`src/rtl/st_pkg.sv`:
```
// types and constants shared by the source tokenizer modules
package st_pkg;

	localparam int POS_W = 24;
	localparam int LINE_W = 20;
	localparam int FIFO_DEPTH = 4;
	localparam int FIFO_AW = $clog2(FIFO_DEPTH);
	localparam int FIFO_CW = $clog2(FIFO_DEPTH + 1);

	typedef enum logic [3:0] {
		TK_EOF = 4'd0,
		TK_IDENT = 4'd1,
		TK_STRING = 4'd2,
		TK_LBRACE = 4'd3,
		TK_RBRACE = 4'd4,
		TK_EQUAL = 4'd5,
		TK_ARROW = 4'd6,
		TK_DARROW = 4'd7,
		TK_NEWLINE = 4'd8,
		TK_ERROR = 4'd9
	} tok_kind_t;

	localparam logic ERR_UNEXPECTED = 1'b0;
	localparam logic ERR_UNTERMINATED = 1'b1;

	typedef enum logic [3:0] {
		M_IDLE = 4'd0,
		M_IDENT = 4'd1,
		M_LT = 4'd2,
		M_LTDASH = 4'd3,
		M_DASH = 4'd4,
		M_SLASH = 4'd5,
		M_LCOMMENT = 4'd6,
		M_BLOCK = 4'd7,
		M_BLOCK_STAR = 4'd8,
		M_STR_DQ = 4'd9,
		M_STR_SQ = 4'd10
	} scan_mode_t;

	typedef struct packed {
		logic [7:0] char_byte;
		logic end_of_source;
	} char_req_t;

	typedef struct packed {
		tok_kind_t token_kind;
		logic error_code;
		logic [POS_W-1:0] start_position;
		logic [POS_W-1:0] token_length;
		logic [LINE_W-1:0] line_number;
		logic last_of_run;
	} tok_req_t;

	typedef struct packed {
		logic [1:0] cnt;
		tok_req_t first;
		tok_req_t second;
	} st_push_t;

endpackage

```
`src/rtl/source_tokenizer.sv`:
```
// source tokenizer top level: byte scanner feeding a token queue
//
// char channel: char_valid / char_stall / char_req carry one source byte, or an
// end-of-source request when char_req.end_of_source is set.
// tok channel: tok_valid / tok_stall / tok_req carry one token per request; the
// last token caused by one char request has last_of_run set.
// A char request's tokens are visible on tok_req the cycle after it is accepted
// when no older token waits, one token per cycle while tok_stall is low.
// The scanner accepts a
// char request every cycle while the four-entry token queue has room for two
// tokens; a byte that closes a pending token and is a one-byte token itself
// gives two, so a long run of such bytes is limited by the one-token-per-cycle
// output. char_stall follows the queue fill level only.
// Reset empties the token queue and sets the scanner to idle, position zero and
// line one. An end-of-source request emits any pending token and eof, then
// restores the same state for the next source.
// When the receiver holds tok_stall, tok_req holds and the queue fills; at three
// or more queued tokens char_stall rises until the receiver takes them.
module source_tokenizer #(
	parameter int POSITION_BITS = 24,
	parameter int LINE_BITS = 20
) (
	input logic clk,
	input logic arst_n,
	input logic char_valid,
	output logic char_stall,
	input st_pkg::char_req_t char_req,
	output logic tok_valid,
	input logic tok_stall,
	output st_pkg::tok_req_t tok_req
);
	import st_pkg::*;

	st_push_t push;
	logic acc;
	logic full;

	assign char_stall = full;
	assign acc = char_valid && !char_stall;

	st_scan #(
		.POSITION_BITS(POSITION_BITS),
		.LINE_BITS(LINE_BITS)
	) u_scan (
		.clk(clk),
		.arst_n(arst_n),
		.acc(acc),
		.req(char_req),
		.push(push)
	);

	st_result_fifo u_fifo (
		.clk(clk),
		.arst_n(arst_n),
		.push(push),
		.full(full),
		.tok_valid(tok_valid),
		.tok_stall(tok_stall),
		.tok_req(tok_req)
	);

`ifndef SYNTHESIS
	a_end_yields_token: assert property (@(posedge clk) disable iff (!arst_n)
		acc && char_req.end_of_source |=> tok_valid)
		else $error("end request produced no token");
`endif

endmodule

```
`src/rtl/st_scan.sv`:
```
// scan state registers and per-byte next-state and token logic
module st_scan #(
	parameter int POSITION_BITS = 24,
	parameter int LINE_BITS = 20
) (
	input logic clk,
	input logic arst_n,
	input logic acc,
	input st_pkg::char_req_t req,
	output st_pkg::st_push_t push
);
	import st_pkg::*;

	localparam logic [7:0] C_LBRACE = 8'h7B;
	localparam logic [7:0] C_RBRACE = 8'h7D;
	localparam logic [7:0] C_EQUAL = 8'h3D;
	localparam logic [7:0] C_LT = 8'h3C;
	localparam logic [7:0] C_DASH = 8'h2D;
	localparam logic [7:0] C_GT = 8'h3E;
	localparam logic [7:0] C_SLASH = 8'h2F;
	localparam logic [7:0] C_STAR = 8'h2A;
	localparam logic [7:0] C_UNDER = 8'h5F;
	localparam logic [7:0] C_NL = 8'h0A;
	localparam logic [7:0] C_SQUOTE = 8'h27;
	localparam logic [7:0] C_DQUOTE = 8'h22;
	localparam logic [7:0] C_SPACE = 8'h20;
	localparam logic [7:0] C_TAB = 8'h09;
	localparam logic [7:0] C_CR = 8'h0D;

	function automatic logic is_word(input logic [7:0] c);
		return (c >= 8'h61 && c <= 8'h7A) || (c >= 8'h41 && c <= 8'h5A) ||
			(c >= 8'h30 && c <= 8'h39) || c == C_UNDER;
	endfunction

	scan_mode_t mode_q, mode_d;
	logic [POSITION_BITS-1:0] pos_q, pos_d, ts_q, ts_d;
	logic [LINE_BITS-1:0] line_q, line_d, line_b;

	logic [POSITION_BITS-1:0] span_p, span_p1, str_start, str_len;
	logic [7:0] c;
	logic rescan;
	logic a_v, b_v;
	tok_kind_t a_kind, b_kind;
	logic a_code, b_code;
	logic [POSITION_BITS-1:0] a_start, a_len, b_start, b_len;
	tok_req_t res_a, res_b;

	assign c = req.char_byte;
	assign span_p = pos_q - ts_q;
	assign span_p1 = pos_q + POSITION_BITS'(1) - ts_q;
	assign str_start = ts_q + POSITION_BITS'(1);
	assign str_len = span_p - POSITION_BITS'(1);

	always_comb begin
		mode_d = mode_q;
		ts_d = ts_q;
		line_d = line_q;
		pos_d = pos_q;
		rescan = 1'b0;
		a_v = 1'b0;
		a_kind = TK_ERROR;
		a_code = ERR_UNEXPECTED;
		a_start = ts_q;
		a_len = span_p;
		b_v = 1'b0;
		b_kind = TK_EOF;
		b_code = ERR_UNEXPECTED;
		b_start = pos_q;
		b_len = '0;
		if (req.end_of_source) begin
			unique case (mode_q)
				M_IDENT: begin
					a_v = 1'b1;
					a_kind = TK_IDENT;
				end
				M_LT, M_LTDASH, M_DASH, M_SLASH: begin
					a_v = 1'b1;
				end
				M_STR_DQ, M_STR_SQ: begin
					a_v = 1'b1;
					a_code = ERR_UNTERMINATED;
				end
				default: begin
				end
			endcase
			b_v = 1'b1;
			mode_d = M_IDLE;
			pos_d = '0;
			ts_d = '0;
			line_d = LINE_BITS'(1);
		end else begin
			pos_d = pos_q + POSITION_BITS'(1);
			unique case (mode_q)
				M_IDENT: begin
					if (!is_word(c)) begin
						a_v = 1'b1;
						a_kind = TK_IDENT;
						rescan = 1'b1;
					end
				end
				M_LT: begin
					if (c == C_DASH) begin
						mode_d = M_LTDASH;
					end else begin
						a_v = 1'b1;
						rescan = 1'b1;
					end
				end
				M_LTDASH, M_DASH: begin
					if (c == C_GT) begin
						a_v = 1'b1;
						a_kind = (mode_q == M_DASH) ? TK_ARROW : TK_DARROW;
						a_len = span_p1;
						mode_d = M_IDLE;
					end else begin
						a_v = 1'b1;
						rescan = 1'b1;
					end
				end
				M_SLASH: begin
					if (c == C_SLASH) begin
						mode_d = M_LCOMMENT;
					end else if (c == C_STAR) begin
						mode_d = M_BLOCK;
					end else begin
						a_v = 1'b1;
						rescan = 1'b1;
					end
				end
				M_LCOMMENT: begin
					if (c == C_NL) begin
						rescan = 1'b1;
					end
				end
				M_BLOCK: begin
					if (c == C_STAR) begin
						mode_d = M_BLOCK_STAR;
					end
				end
				M_BLOCK_STAR: begin
					if (c == C_SLASH) begin
						mode_d = M_IDLE;
					end else if (c != C_STAR) begin
						mode_d = M_BLOCK;
					end
				end
				M_STR_DQ, M_STR_SQ: begin
					if (c == ((mode_q == M_STR_DQ) ? C_DQUOTE : C_SQUOTE)) begin
						a_v = 1'b1;
						a_kind = TK_STRING;
						a_start = str_start;
						a_len = str_len;
						mode_d = M_IDLE;
					end else if (c == C_NL) begin
						a_v = 1'b1;
						a_code = ERR_UNTERMINATED;
						rescan = 1'b1;
					end
				end
				default: begin
					rescan = 1'b1;
				end
			endcase
			if (rescan) begin
				mode_d = M_IDLE;
				b_len = POSITION_BITS'(1);
				if (c == C_SPACE || c == C_TAB || c == C_CR) begin
				end else if (is_word(c)) begin
					ts_d = pos_q;
					mode_d = M_IDENT;
				end else begin
					unique case (c)
						C_LBRACE: begin
							b_v = 1'b1;
							b_kind = TK_LBRACE;
						end
						C_RBRACE: begin
							b_v = 1'b1;
							b_kind = TK_RBRACE;
						end
						C_EQUAL: begin
							b_v = 1'b1;
							b_kind = TK_EQUAL;
						end
						C_LT: begin
							ts_d = pos_q;
							mode_d = M_LT;
						end
						C_DASH: begin
							ts_d = pos_q;
							mode_d = M_DASH;
						end
						C_SLASH: begin
							ts_d = pos_q;
							mode_d = M_SLASH;
						end
						C_DQUOTE: begin
							ts_d = pos_q;
							mode_d = M_STR_DQ;
						end
						C_SQUOTE: begin
							ts_d = pos_q;
							mode_d = M_STR_SQ;
						end
						C_NL: begin
							b_v = 1'b1;
							b_kind = TK_NEWLINE;
							if (line_q != {LINE_BITS{1'b1}}) begin
								line_d = line_q + LINE_BITS'(1);
							end
						end
						default: begin
							b_v = 1'b1;
							b_kind = TK_ERROR;
						end
					endcase
				end
			end
		end
	end

	// eof reports the line before reset, a newline the updated one
	assign line_b = req.end_of_source ? line_q : line_d;

	always_comb begin
		res_a.token_kind = a_kind;
		res_a.error_code = (a_kind == TK_ERROR) ? a_code : ERR_UNEXPECTED;
		res_a.start_position = POS_W'(a_start);
		res_a.token_length = POS_W'(a_len);
		res_a.line_number = LINE_W'(line_q);
		res_a.last_of_run = ~b_v;
		res_b.token_kind = b_kind;
		res_b.error_code = ERR_UNEXPECTED;
		res_b.start_position = POS_W'(b_start);
		res_b.token_length = POS_W'(b_len);
		res_b.line_number = LINE_W'(line_b);
		res_b.last_of_run = 1'b1;
		push.first = a_v ? res_a : res_b;
		push.second = res_b;
		push.cnt = acc ? (2'(a_v) + 2'(b_v)) : 2'd0;
	end

	always_ff @(posedge clk or negedge arst_n) begin
		if (!arst_n) begin
			mode_q <= M_IDLE;
			pos_q <= '0;
			ts_q <= '0;
			line_q <= LINE_BITS'(1);
		end else if (acc) begin
			mode_q <= mode_d;
			pos_q <= pos_d;
			ts_q <= ts_d;
			line_q <= line_d;
		end
	end

`ifndef SYNTHESIS
	a_end_resets: assert property (@(posedge clk) disable iff (!arst_n)
		acc && req.end_of_source |=> mode_q == M_IDLE && line_q == LINE_BITS'(1)
			&& pos_q == '0)
		else $error("end request did not restore scan state");
	a_line_nonzero: assert property (@(posedge clk) disable iff (!arst_n)
		line_q != '0)
		else $error("line count reached zero");
	a_end_gives_eof: assert property (@(posedge clk) disable iff (!arst_n)
		acc && req.end_of_source |-> push.cnt != 2'd0
			&& (push.cnt == 2'd2 ? push.second.token_kind : push.first.token_kind) == TK_EOF)
		else $error("end request without eof token");
`endif

endmodule

```
`src/rtl/st_result_fifo.sv`:
```
// four-entry token queue taking up to two tokens per cycle
module st_result_fifo (
	input logic clk,
	input logic arst_n,
	input st_pkg::st_push_t push,
	output logic full,
	output logic tok_valid,
	input logic tok_stall,
	output st_pkg::tok_req_t tok_req
);
	import st_pkg::*;

	tok_req_t fifo_q [FIFO_DEPTH];
	logic [FIFO_AW-1:0] wr_ptr_q, rd_ptr_q;
	logic [FIFO_CW-1:0] count_q;
	logic pop;

	assign pop = tok_valid && !tok_stall;
	assign tok_valid = count_q != '0;
	assign tok_req = fifo_q[rd_ptr_q];
	assign full = count_q > FIFO_CW'(FIFO_DEPTH - 2);

	always_ff @(posedge clk) begin
		if (push.cnt != 2'd0) begin
			fifo_q[wr_ptr_q] <= push.first;
		end
		if (push.cnt == 2'd2) begin
			fifo_q[wr_ptr_q + FIFO_AW'(1)] <= push.second;
		end
	end

	always_ff @(posedge clk or negedge arst_n) begin
		if (!arst_n) begin
			wr_ptr_q <= '0;
			rd_ptr_q <= '0;
			count_q <= '0;
		end else begin
			wr_ptr_q <= wr_ptr_q + FIFO_AW'(push.cnt);
			rd_ptr_q <= rd_ptr_q + FIFO_AW'(pop);
			count_q <= count_q + FIFO_CW'(push.cnt) - FIFO_CW'(pop);
		end
	end

`ifndef SYNTHESIS
	a_no_overflow: assert property (@(posedge clk) disable iff (!arst_n)
		count_q <= FIFO_CW'(FIFO_DEPTH))
		else $error("token queue overflow");
	a_pop_moves_head: assert property (@(posedge clk) disable iff (!arst_n)
		pop |=> rd_ptr_q == $past(rd_ptr_q) + FIFO_AW'(1))
		else $error("read pointer did not advance");
`endif

endmodule
```
`config.mk`:
```
export PLATFORM = sky130hd
export DESIGN_NAME = source_tokenizer
export DESIGN_NICKNAME = d
export VERILOG_FILES = /design/src/rtl/st_pkg.sv /design/src/rtl/source_tokenizer.sv /design/src/rtl/st_scan.sv /design/src/rtl/st_result_fifo.sv
export SDC_FILE = /design/constraint.sdc
export NUM_CORES = 1
export LEC_CHECK = 0
export BUFFER_PORTS_ARGS = -buffer_cell sky130_fd_sc_hd__buf_4
export CORE_ASPECT_RATIO = 1.75
export CORE_MARGIN = 2
export CORE_UTILIZATION = 30
export DETAILED_ROUTE_END_ITERATION = 10
export PLACE_DENSITY = 0.53
export SLEW_MARGIN = 5
export SYNTH_ARGS = -nofsm -noshare
export SYNTH_HDL_FRONTEND = slang
export SYNTH_SLANG_ARGS = --single-unit
export TNS_END_PERCENT = 10
```
`constraint.sdc`:
```
create_clock -name clk -period 12.9 [get_ports clk]
set_input_delay 1.935 -clock clk [delete_from_list [all_inputs] [get_ports clk]]
set_output_delay 1.935 -clock clk [all_outputs]
set_load 0.05 [all_outputs]
```
==> flow_summary.ini, run 1 <==
[run_status]
outcome = completed

[layout]
area.growth.synth_to_final_pct = 12.4
drive_above_1_share_pct = 14.2
multi_input_area_um2 = 12200
final_area_um2 = 25900
final-seq-area_um2 = 9870
n_fill_cell = 7745
final_net_count = 2480

[clocking]
cts-hold-fix-buffers = 0
clock_insertion_delay_worst_skew_ns = 0.59
cts-resized-gates = 0
clock_tree.buffer_depth = 3
clock_sink_count = 375
cts.reportedPaths.clkPinSlew_ns = 0.06
post_cts_setup_buffers = 0
htreeDepth = 2
clock_tree_from_tritoncts = done
cts_root_buffer = sky130_fd_sc_hd__clkbuf_16
total_cts_buffers = 38

[synthesis]
post-synth-top-count-cell = sky130_fd_sc_hd__nand2_1
synth_cell_types = 104
syn-cell-area_um2 = 23000
synth.yosys.seq_area_share_pct = 42.9
yosysTopAreaCellShare_pct = 25.6
ys_dominant_reg_cell = sky130_fd_sc_hd__edfxtp_1
synth.avg_cell_area_um2 = 9.50
postSynthRegisterBits = 375
synthesis.instances = 2422
synth_enable_flop_cells = 196
synthDominantAreaCellType = sky130_fd_sc_hd__edfxtp_1
ys_top_cells_by_count = 334 x sky130_fd_sc_hd__nand2_1, 288 x sky130_fd_sc_hd__o21ai_0, 196 x sky130_fd_sc_hd__edfxtp_1, 146 x sky130_fd_sc_hd__a21oi_1, 136 x sky130_fd_sc_hd__clkbuf_1
synth_top_cells_by_area = sky130_fd_sc_hd__edfxtp_1 26%, sky130_fd_sc_hd__dfxtp_1 8.7%, sky130_fd_sc_hd__dfrtp_1 8.5%
synth-async-reset-ratio_pct = 21.1
postSynthNetCount = 2494
yosysWarningCount = 0

[timing]
setup_viol = 0
unrepaired_setup_endpoints_after_global_routing = false
post-route-min-period_ns = 7.00
skew_ns = 0.0256
slew-limit-headroom_pct = 19.3
fmax_ghz = 0.143
worst_slew_pin_slew_ns = 1.21
hold_viol = 0
fin_setup_tns_ns = 0
period_share_pct = 54.3
final-max-slew-violation-count = 0

[floorplanning]
initial_cell_density_of_the_core_pct = 30.2
row_count = 134
die-area_um2 = 79000
die_height_um = 370
num_io_pins = 89
die_x_um = 213
core_area_um2 = 76100

[drt]
drt_pre_antenna_iters = 8
detail-route-antenna-nets = 0
detailedRoute.firstIterationViolations = 1749
post_drt_wl_per_cell_um = 25.7
drt_total_wl_um = 88800
avgViaCountPerCell = 5.80
route.vias.total = 20056
drc = 0

[critical_path]
worst_path_largest_cell_delay_ns = 0.93
worst-path-buf-inv = 2
worstPathMaxFanout = 15
timing.critical_path.from_type = primary input
critical_path.slowest_cell = sky130_fd_sc_hd__nor3_1
crit_path_cell_trace = buf_4 -> nand4bb_1 -> nor3_1 -> o21ai_0 -> and4bb_2 -> o21ai_0 -> o211a_1 -> a21o_1 -> ha_1 -> o21ai_1 -> nor3_1 -> nand2_1 -> buf_4 -> a311oi_1
worst_ep_arrival_time_ns = 7.39
cp-end-kind = flop
cp_data_required_time_ns = 13.29
critPathTopFamily = simple AND/OR/NAND/NOR gates
worstSetupPathType = primary input to flop

[global_routing]
grt_overflow_total = 0
grt.total_usage_pct = 22.2
grt_antenna_before_repair = 1
grt_pass1_wl_um = 130000
vias_in_the_first_global_route = 19928
grt_max_degree = 59

[power_and_ir_drop]
power_density_nw_per_um2 = 225
irDropWorstVdd_mv = 0.105
combinationalPowerShare_pct = 50.0
switching_power_w = 0.00268
switching_share_pct = 46.0
power.total_w = 0.00583
p_seq_share_pct = 29.9
power.internal_w = 0.00315
leakagePower_nw = 8.96
clock_power_share_pct = 20.1

[job]
drv.max_cap_violation_count = 0

[placement]
placed_cell_area_um2 = 24600
routabilityCongestion = 0.918
place.port_buffers = 88
dpl.hpwl_um = 63500

[hold_path]
worst_min_delay_path_class = flop to flop
==> sequential cells by signal, indices dropped and copies added (netlist names) <==
register,cells
u_fifo.count_q,3
u_fifo.fifo_q,296
u_fifo.rd_ptr_q,2
u_fifo.wr_ptr_q,2
u_scan.b_start,24
u_scan.line_q,20
u_scan.mode_q,4
u_scan.ts_q,24
==> kinds of logic after synthesis <==
logic type                 share of synthesized area (%)
AOI/OAI and AO/OA                                   21.8
xor gates and xnor gates                            3.43
adders and majority gates                           3.31
buffers and inverters                               4.24
DFF                                                 42.9
muxes                                               8.03
and+or+nand+nor                                     16.3
==> area by class of cell <==
| type | count | area share (%) |
|---|---|---|
| Antenna cell | 1 | 0.00968 |
| Clock buffer | 55 | 4.33 |
| Clock inverter | 15 | 0.595 |
| Inverter | 55 | 0.828 |
| Multi-Input combinational cell | 1805 | 47.2 |
| Sequential cell | 375 | 38.2 |
| Tap cell | 1020 | 4.94 |
| Timing Repair Buffer | 133 | 3.86 |
==> layer usage <==
layer / up-vias / global-route usage [%] / wire, um / share of wire (%)
li1: 9057 / - / - / -
met1: 9936 / 23.0 / 30800 / 35
met2: 813 / 39.7 / 45300 / 51
met3: 248 / 2.55 / 4380 / 4.9
met4: 2 / 18.5 / 8310 / 9.4
met5: - / 0 / 7 / 0.0079
==> stage by stage <==
step | worst slack, ns | hold WS, ns | util, % | std cells
final | 5.90 | 0.444 | 34.0 | 3459
after global routing | 5.59 | 0.459 | 34.0 | 3458
after CTS | 5.95 | 0.447 | 34.0 | 3458
after detailed placement | 5.34 | 0.437 | 32.3 | 3388
after global placement | 5.63 | 0.428 | 32.3 | 3388
after floorplan | 5.99 | 0.420 | - | 2422
==> path summary, 6_finish.rpt <==
check	cells after the start	slack [ns]	start	endpoint
min in group asynchronous	1	1.32	arst_n	u_scan.b_start[20]
worst min register to register	2	0.44	u_fifo.fifo_q[1][37]	u_fifo.fifo_q[1][37]
worst max-delay path	14	5.90	char_req[7]	u_fifo.fifo_q[0][18]
worst min-delay path	2	0.44	u_fifo.fifo_q[1][37]	u_fifo.fifo_q[1][37]
worst max register to register	13	6.88	u_scan.mode_q[1]	u_fifo.fifo_q[0][18]
max in group asynchronous	2	10.32	arst_n	u_fifo.rd_ptr_q[0]
==> power groups by stage <==
stage	sequential [W]	clock (W)	combinational [W]
after floorplan	0.00160	0	0.00210
after global placement	0.00175	0	0.00290
after detailed placement	0.00177	0	0.00292
after CTS	0.00174	0.00119	0.00293
after global routing	0.00177	0.00122	0.00311
final	0.00174	0.00117	0.00292
==> worst register-to-register path: stages, from the launching register on <==
cell and delay, ns:
sky130_fd_sc_hd__dfrtp_1 0.63, sky130_fd_sc_hd__nor4bb_1 0.61, sky130_fd_sc_hd__mux2_2 0.29, sky130_fd_sc_hd__nand3_4 0.15, sky130_fd_sc_hd__a22oi_2 0.32, sky130_fd_sc_hd__o21ai_0 0.15, sky130_fd_sc_hd__o211a_1 0.29, sky130_fd_sc_hd__a21o_1 0.29
sky130_fd_sc_hd__ha_1 0.52, sky130_fd_sc_hd__o21ai_1 0.21, sky130_fd_sc_hd__nor3_1 0.93, sky130_fd_sc_hd__nand2_1 0.72, sky130_fd_sc_hd__buf_4 0.44, sky130_fd_sc_hd__a311oi_1 0.30
==> layout by cell type (no fill, tap or decap), drive strengths merged, types with 26 or more instances in the layout <==
master	synthesis	routed
a311oi	26	26
a21oi	149	149
xor2	32	32
nor3	59	59
a22o	73	73
o21ai	302	302
mux4	74	74
ha	56	56
inv	55	54
o22ai	34	34
nand3	65	65
nor2	130	130
and3	37	37
xnor2	58	58
nand2	337	337
dfxtp	100	100
buf	51	133
clkbuf	136	55
edfxtp	196	196
o31ai	36	36
dfrtp	78	78
Note: power is estimated with default switching activity, not from simulation.
==> run 2, diff against run 1 <==
==> constraint.sdc (replaced) <==
create_clock -name clk -period 6.44 [get_ports clk]
set_input_delay 0.966 -clock clk [delete_from_list [all_inputs] [get_ports clk]]
set_output_delay 0.966 -clock clk [all_outputs]
set_load 0.05 [all_outputs]
==> run 2 against run 1 <==
Compared with the run above:
- clock-buffer cell count is 4 lower
- sequential power is 100% higher
- critical path depth is 1 lower
- largest cell class unchanged
- largest power group unchanged
==> flow_summary.ini, run 2 (synthesized netlist as in run 1, its figures left out) <==
[clocking]
cts-resized-gates = 0
clock_tree_from_tritoncts = done
cts_root_buffer = sky130_fd_sc_hd__clkbuf_16
cts-hold-fix-buffers = 0
post_cts_setup_buffers = 0
total_cts_buffers = 38
clock_tree.buffer_depth = 3
clock_sink_count = 375
cts.reportedPaths.clkPinSlew_ns = 0.07
htreeDepth = 2
clock_insertion_delay_worst_skew_ns = 0.59

[layout]
num_antenna_cells = 0
utilization_pct = 34.3
drive_above_1_share_pct = 14.6
layout_commonest_cell = sky130_fd_sc_hd__nand2_1
n_fill_cell = 7798
largest_register_ffs = 296
layout.cells.most_common_list = 333 x sky130_fd_sc_hd__nand2_1, 288 x sky130_fd_sc_hd__o21ai_0, 196 x sky130_fd_sc_hd__edfxtp_1, 146 x sky130_fd_sc_hd__a21oi_1, 143 x sky130_fd_sc_hd__buf_4
top_register = u_fifo.fifo_q
area.growth.synth_to_final_pct = 13.4
final_area_um2 = 26100
final_net_count = 2494

[timing]
period_share_pct = 81.5
slew-limit-headroom_pct = 14.5
fmax_ghz = 0.191
final-max-slew-violation-count = 0
unrepaired_setup_endpoints_after_global_routing = false
setup_viol = 0
hold_viol = 0
post-route-min-period_ns = 5.25
skew_ns = 0.0352
worst_slew_pin_slew_ns = 1.27
fin_setup_tns_ns = 0

[power_and_ir_drop]
clock_power_share_pct = 20.9
leakagePower_nw = 9.09
switching_share_pct = 45.6
p_seq_share_pct = 29.3
power_density_nw_per_um2 = 456
combinationalPowerShare_pct = 49.9
power.internal_w = 0.00647
switching_power_w = 0.00542
irDropWorstVdd_mv = 0.203

[drt]
drc = 0
post_drt_wl_per_cell_um = 26.1
detail-route-antenna-nets = 0
avgViaCountPerCell = 5.83
drt_total_wl_um = 90800
drt_pre_antenna_iters = 6
detailedRoute.firstIterationViolations = 1948
route.vias.total = 20256

[placement]
placed_cell_area_um2 = 24700
routabilityCongestion = 0.896
place.port_buffers = 88
dpl.hpwl_um = 64800

[critical_path]
worstPathMaxFanout = 24
cp_data_required_time_ns = 6.92
cpMostUsedCell = sky130_fd_sc_hd__o21ai_0
cp-end-kind = flop
worstSetupPathType = flop to flop
crit_path_cell_trace = nor4bb_1 -> mux2_2 -> nand3_4 -> a22oi_2 -> o21ai_0 -> o211a_1 -> a21o_1 -> ha_1 -> o21ai_1 -> nor2_1 -> nand2_1 -> buf_4 -> o21ai_0
timing.critical_path.from_type = flop
critPathTopFamily = simple AND/OR/NAND/NOR gates
worst_path_largest_cell_delay_ns = 0.76
worst_ep_arrival_time_ns = 5.73
worst-path-buf-inv = 1
critical_path.slowest_cell = sky130_fd_sc_hd__nand2_1

[global_routing]
grt_overflow_total = 0
grt_pass1_wl_um = 132000
grt.total_usage_pct = 22.7
grt_antenna_before_repair = 0
vias_in_the_first_global_route = 20321
grt_max_degree = 64

[floorplanning]
num_io_pins = 89
die-area_um2 = 79000
core_area_um2 = 76100
row_count = 134
die_x_um = 213
die_height_um = 370
initial_cell_density_of_the_core_pct = 30.2

[run_status]
outcome = completed

[job]
drv.max_cap_violation_count = 0

[hold_path]
worst_min_delay_path_class = primary input to async pin
[run 2: cell types whose count changed in the layout (fill, tap and decap cells not counted), moves of 2 or more]
cell | before | now
sky130_fd_sc_hd__buf_4 | 133 | 143
sky130_fd_sc_hd__inv_2 | 0 | 4
sky130_fd_sc_hd__inv_4 | 1 | 3
sky130_fd_sc_hd__clkinv_4 | 0 | 2
sky130_fd_sc_hd__clkbuf_8 | 6 | 3
sky130_fd_sc_hd__clkbuf_16 | 40 | 42
sky130_fd_sc_hd__clkbuf_2 | 2 | 0
sky130_fd_sc_hd__clkinv_2 | 10 | 4
sky130_fd_sc_hd__clkinvlp_4 | 3 | 0
sky130_fd_sc_hd__clkinv_1 | 1 | 4
sky130_fd_sc_hd__bufinv_16 | 2 | 5
sky130_fd_sc_hd__buf_12 | 0 | 4
sky130_fd_sc_hd__clkbuf_1 | 7 | 5
[run 2: final cells by class]
type	count	area (um2)	share of cell area [%]
inverters	55	209	0.801
repair buffers	147	1150	4.42
flip-flops and latches	375	9870	37.9
multi-input cells	1805	12200	46.8
clock buffers	51	1120	4.29
well taps	1020	1280	4.89
clock inverters	19	244	0.935
[run 2: worst paths after layout]
path                                            from                   end  slack [ns]  cells past startpoint
worst min register to register  u_fifo.fifo_q[0][36]  u_fifo.fifo_q[0][36]        0.45                      2
max in group asynchronous                     arst_n    u_fifo.rd_ptr_q[1]        4.73                      2
min in group clk                u_fifo.fifo_q[0][36]  u_fifo.fifo_q[0][36]        0.45                      2
worst max-delay path                u_scan.mode_q[1]  u_fifo.fifo_q[3][42]        1.19                     13
worst min-delay path                          arst_n    u_scan.b_start[17]        0.28                      1
worst max register to register      u_scan.mode_q[1]  u_fifo.fifo_q[3][42]        1.19                     13
[run 2: per-stage QoR]
step / setup WS [ns] / cells / total power [W] / hold WS, ns
after floorplan: 0.502 / 2422 / 0.00742 / 0.420
after global placement: 0.670 / 3402 / 0.00939 / 0.429
after detailed placement: 0.621 / 3402 / 0.00943 / 0.440
after CTS: 1.18 / 3472 / 0.0119 / 0.263
after global routing: 0.967 / 3472 / 0.0124 / 0.277
final: 1.19 / 3472 / 0.0119 / 0.280
[run 2: layer usage]
metal	GRT usage, %	share of wire (%)
met1	23.1	34
met4	18.3	9.2
met3	2.34	5.0
met5	0	0
met2	41.5	52
[run 2: power groups by stage]
stage / Combinational (W) / Sequential, W / Clock, W
after floorplan: 0.00421 / 0.00321 / 0
after global placement: 0.00589 / 0.00350 / 0
after detailed placement: 0.00591 / 0.00353 / 0
after CTS: 0.00593 / 0.00348 / 0.00253
after global routing: 0.00628 / 0.00354 / 0.00259
final: 0.00593 / 0.00348 / 0.00248
==> run 3, diff against run 2 <==
--- a/config.mk
+++ b/config.mk
@@ -10,7 +10,7 @@
 export CORE_MARGIN = 2
 export CORE_UTILIZATION = 30
 export DETAILED_ROUTE_END_ITERATION = 10
-export PLACE_DENSITY = 0.53
+export PLACE_DENSITY = 0.54
 export SLEW_MARGIN = 5
 export SYNTH_ARGS = -nofsm -noshare
 export SYNTH_HDL_FRONTEND = slang
==> constraint.sdc (replaced) <==
create_clock -name clk -period 4.5 [get_ports clk]
set_input_delay 0.675 -clock clk [delete_from_list [all_inputs] [get_ports clk]]
set_output_delay 0.675 -clock clk [all_outputs]
set_load 0.05 [all_outputs]
==> run 3 against run 2 <==
Compared with the run above:
- worst hold slack got worse by 0.12 ns
- sequential power rose by 43%
- sequential cell count did not move
- power is 46% higher
- critical path type unchanged
- largest power group unchanged
- clock power rose by 37%
==> flow_summary.ini, run 3 (synthesized netlist as in run 1, its figures left out) <==
[drt]
avgViaCountPerCell = 5.77
detailedRoute.firstIterationViolations = 2026
drt_total_wl_um = 91900
drt_pre_antenna_iters = 5
drc = 0
route.vias.total = 20752
post_drt_wl_per_cell_um = 25.6
detail-route-antenna-nets = 0

[clocking]
clock_insertion_delay_worst_skew_ns = 0.59
htreeDepth = 2
post_cts_setup_buffers = 0
cts.reportedPaths.clkPinSlew_ns = 0.06
cts-hold-fix-buffers = 0
cts_root_buffer = sky130_fd_sc_hd__clkbuf_16
total_cts_buffers = 37
clock_tree.buffer_depth = 3
clock_sink_count = 375
clock_tree_from_tritoncts = done

[critical_path]
worst_path_largest_cell_delay_ns = 0.50
reg2reg_to = u_fifo.fifo_q[1][43]
worstPathMaxFanout = 7
crit_path_cell_trace = buf_4 -> inv_1 -> ha_1 -> inv_1 -> fa_1 -> a21o_1 -> and3_1 -> o211a_1 -> o211a_1 -> a311oi_2 -> nor4b_4 -> and3_1 -> buf_4 -> nand3_1 -> nand2_1 -> a221o_1
timing.critical_path.from_type = flop
critical_path.reg2reg.startpoint = u_scan.b_start[0]
worst_ep_arrival_time_ns = 4.74
cp-end-kind = flop
r2r_setup_slack_ns = 0.23
ff2ff_path_depth = 16
worstSetupPathType = flop to flop
cp_data_required_time_ns = 4.97
critical_path.slowest_cell = sky130_fd_sc_hd__a311oi_2

[layout]
largest_register_ffs = 296
utilization_pct = 35.8
final-instance-count-excl-fill = 3595
top_register = u_fifo.fifo_q
layout.cells.most_common_list = 333 x sky130_fd_sc_hd__nand2_1, 287 x sky130_fd_sc_hd__o21ai_0, 253 x sky130_fd_sc_hd__buf_4, 196 x sky130_fd_sc_hd__edfxtp_1, 145 x sky130_fd_sc_hd__a21oi_1
layout_commonest_cell = sky130_fd_sc_hd__nand2_1
drive_above_1_share_pct = 19.4
area.growth.synth_to_final_pct = 18.4
final_net_count = 2616

[hold_path]
worst_min_delay_path_class = primary input to async pin

[placement]
routabilityCongestion = 0.948
dpl.hpwl_um = 67700
dpl.cell_count = 3525
place.port_buffers = 88

[floorplanning]
die_height_um = 370
die_x_um = 213
core_area_um2 = 76100
initial_cell_density_of_the_core_pct = 30.2
num_io_pins = 89
die-area_um2 = 79000
row_count = 134

[timing]
setup_viol = 0
period_share_pct = 95.0
hold_slack_ns = 0.159
unrepaired_setup_endpoints_after_global_routing = false
final-max-slew-violation-count = 0
slew-limit-headroom_pct = 31.8
fin_setup_tns_ns = 0
hold_viol = 0
fmax_ghz = 0.234
post-route-min-period_ns = 4.27
skew_ns = 0.0208
worst_slew_pin_slew_ns = 1.02

[global_routing]
grt_max_degree = 54
grt_antenna_before_repair = 1
grt_pass1_wl_um = 135000
grt.total_usage_pct = 23.1
grt_overflow_total = 0
vias_in_the_first_global_route = 21160

[power_and_ir_drop]
power.total_w = 0.0173
leakagePower_nw = 9.72
irDropWorstVdd_mv = 0.319
power_density_nw_per_um2 = 637

[job]
drv.max_cap_violation_count = 0

[run_status]
outcome = completed
-- run 3: metrics by stage --
stage,cell area (um2),worst slack [ns]
after detailed placement,25900,-0.166
after CTS,27200,0.0519
after floorplan,23100,-0.359
after global placement,25900,-0.151
after global routing,27200,0.0110
final,27200,0.227
-- run 3: how the worst max path moves through the flow --
stage                            startpoint              endpoint  cells after the start
final                     u_scan.b_start[0]  u_fifo.fifo_q[1][43]                     16
after global routing      u_scan.b_start[0]  u_fifo.fifo_q[1][43]                     20
after CTS                 u_scan.b_start[0]  u_fifo.fifo_q[0][39]                     20
after detailed placement        char_req[5]  u_fifo.fifo_q[0][62]                     14
after global placement          char_req[5]  u_fifo.fifo_q[0][52]                     14
after floorplan                 char_req[7]  u_fifo.fifo_q[2][19]                     21
-- run 3: per-layer routing --
layer  global-route usage (%)  wire length, um
met2                     42.3            48200
met3                     2.78             4260
met4                     19.5             8790
met1                     22.8            30700
met5                        0                0
-- run 3: area by class of cell --
class / instances / area [um2]
multi-input combinational: 1805 / 12300
antenna: 2 / 5.00
clock inverter: 17 / 224
clock buffer: 51 / 1090
tap: 1020 / 1280
timing repair buffer: 270 / 2240
inverter: 55 / 224
sequential: 375 / 9870
fill: 7693 / 48900
-- run 3: repair_timing --
| action | in CTS | in global routing |
|---|---|---|
| resized for setup | 0 | 9 |
| endpoints found under the setup margin | 0 | 53 |
| hold endpoints to repair | 0 | 0 |
-- run 3: where the power goes --
part / switching, W / leakage, nW / internal [W] / total (W)
sequential: 0.000639 / 3.64 / 0.00432 / 0.00496
clock: 0.00149 / 0.646 / 0.00190 / 0.00339
combinational: 0.00570 / 5.43 / 0.00329 / 0.00898
total: 0.00783 / 9.72 / 0.00951 / 0.0173
-- run 3: critical path: cells and delay by family (launching register included) --
family	cells	cell delay, ns
AO/OA/AOI/OAI	5	1.68
buffers and inverters	4	0.56
adder cells (fa/ha/maj)	2	0.62
AND/OR/NAND/NOR	5	0.87
flip-flops	1	0.39
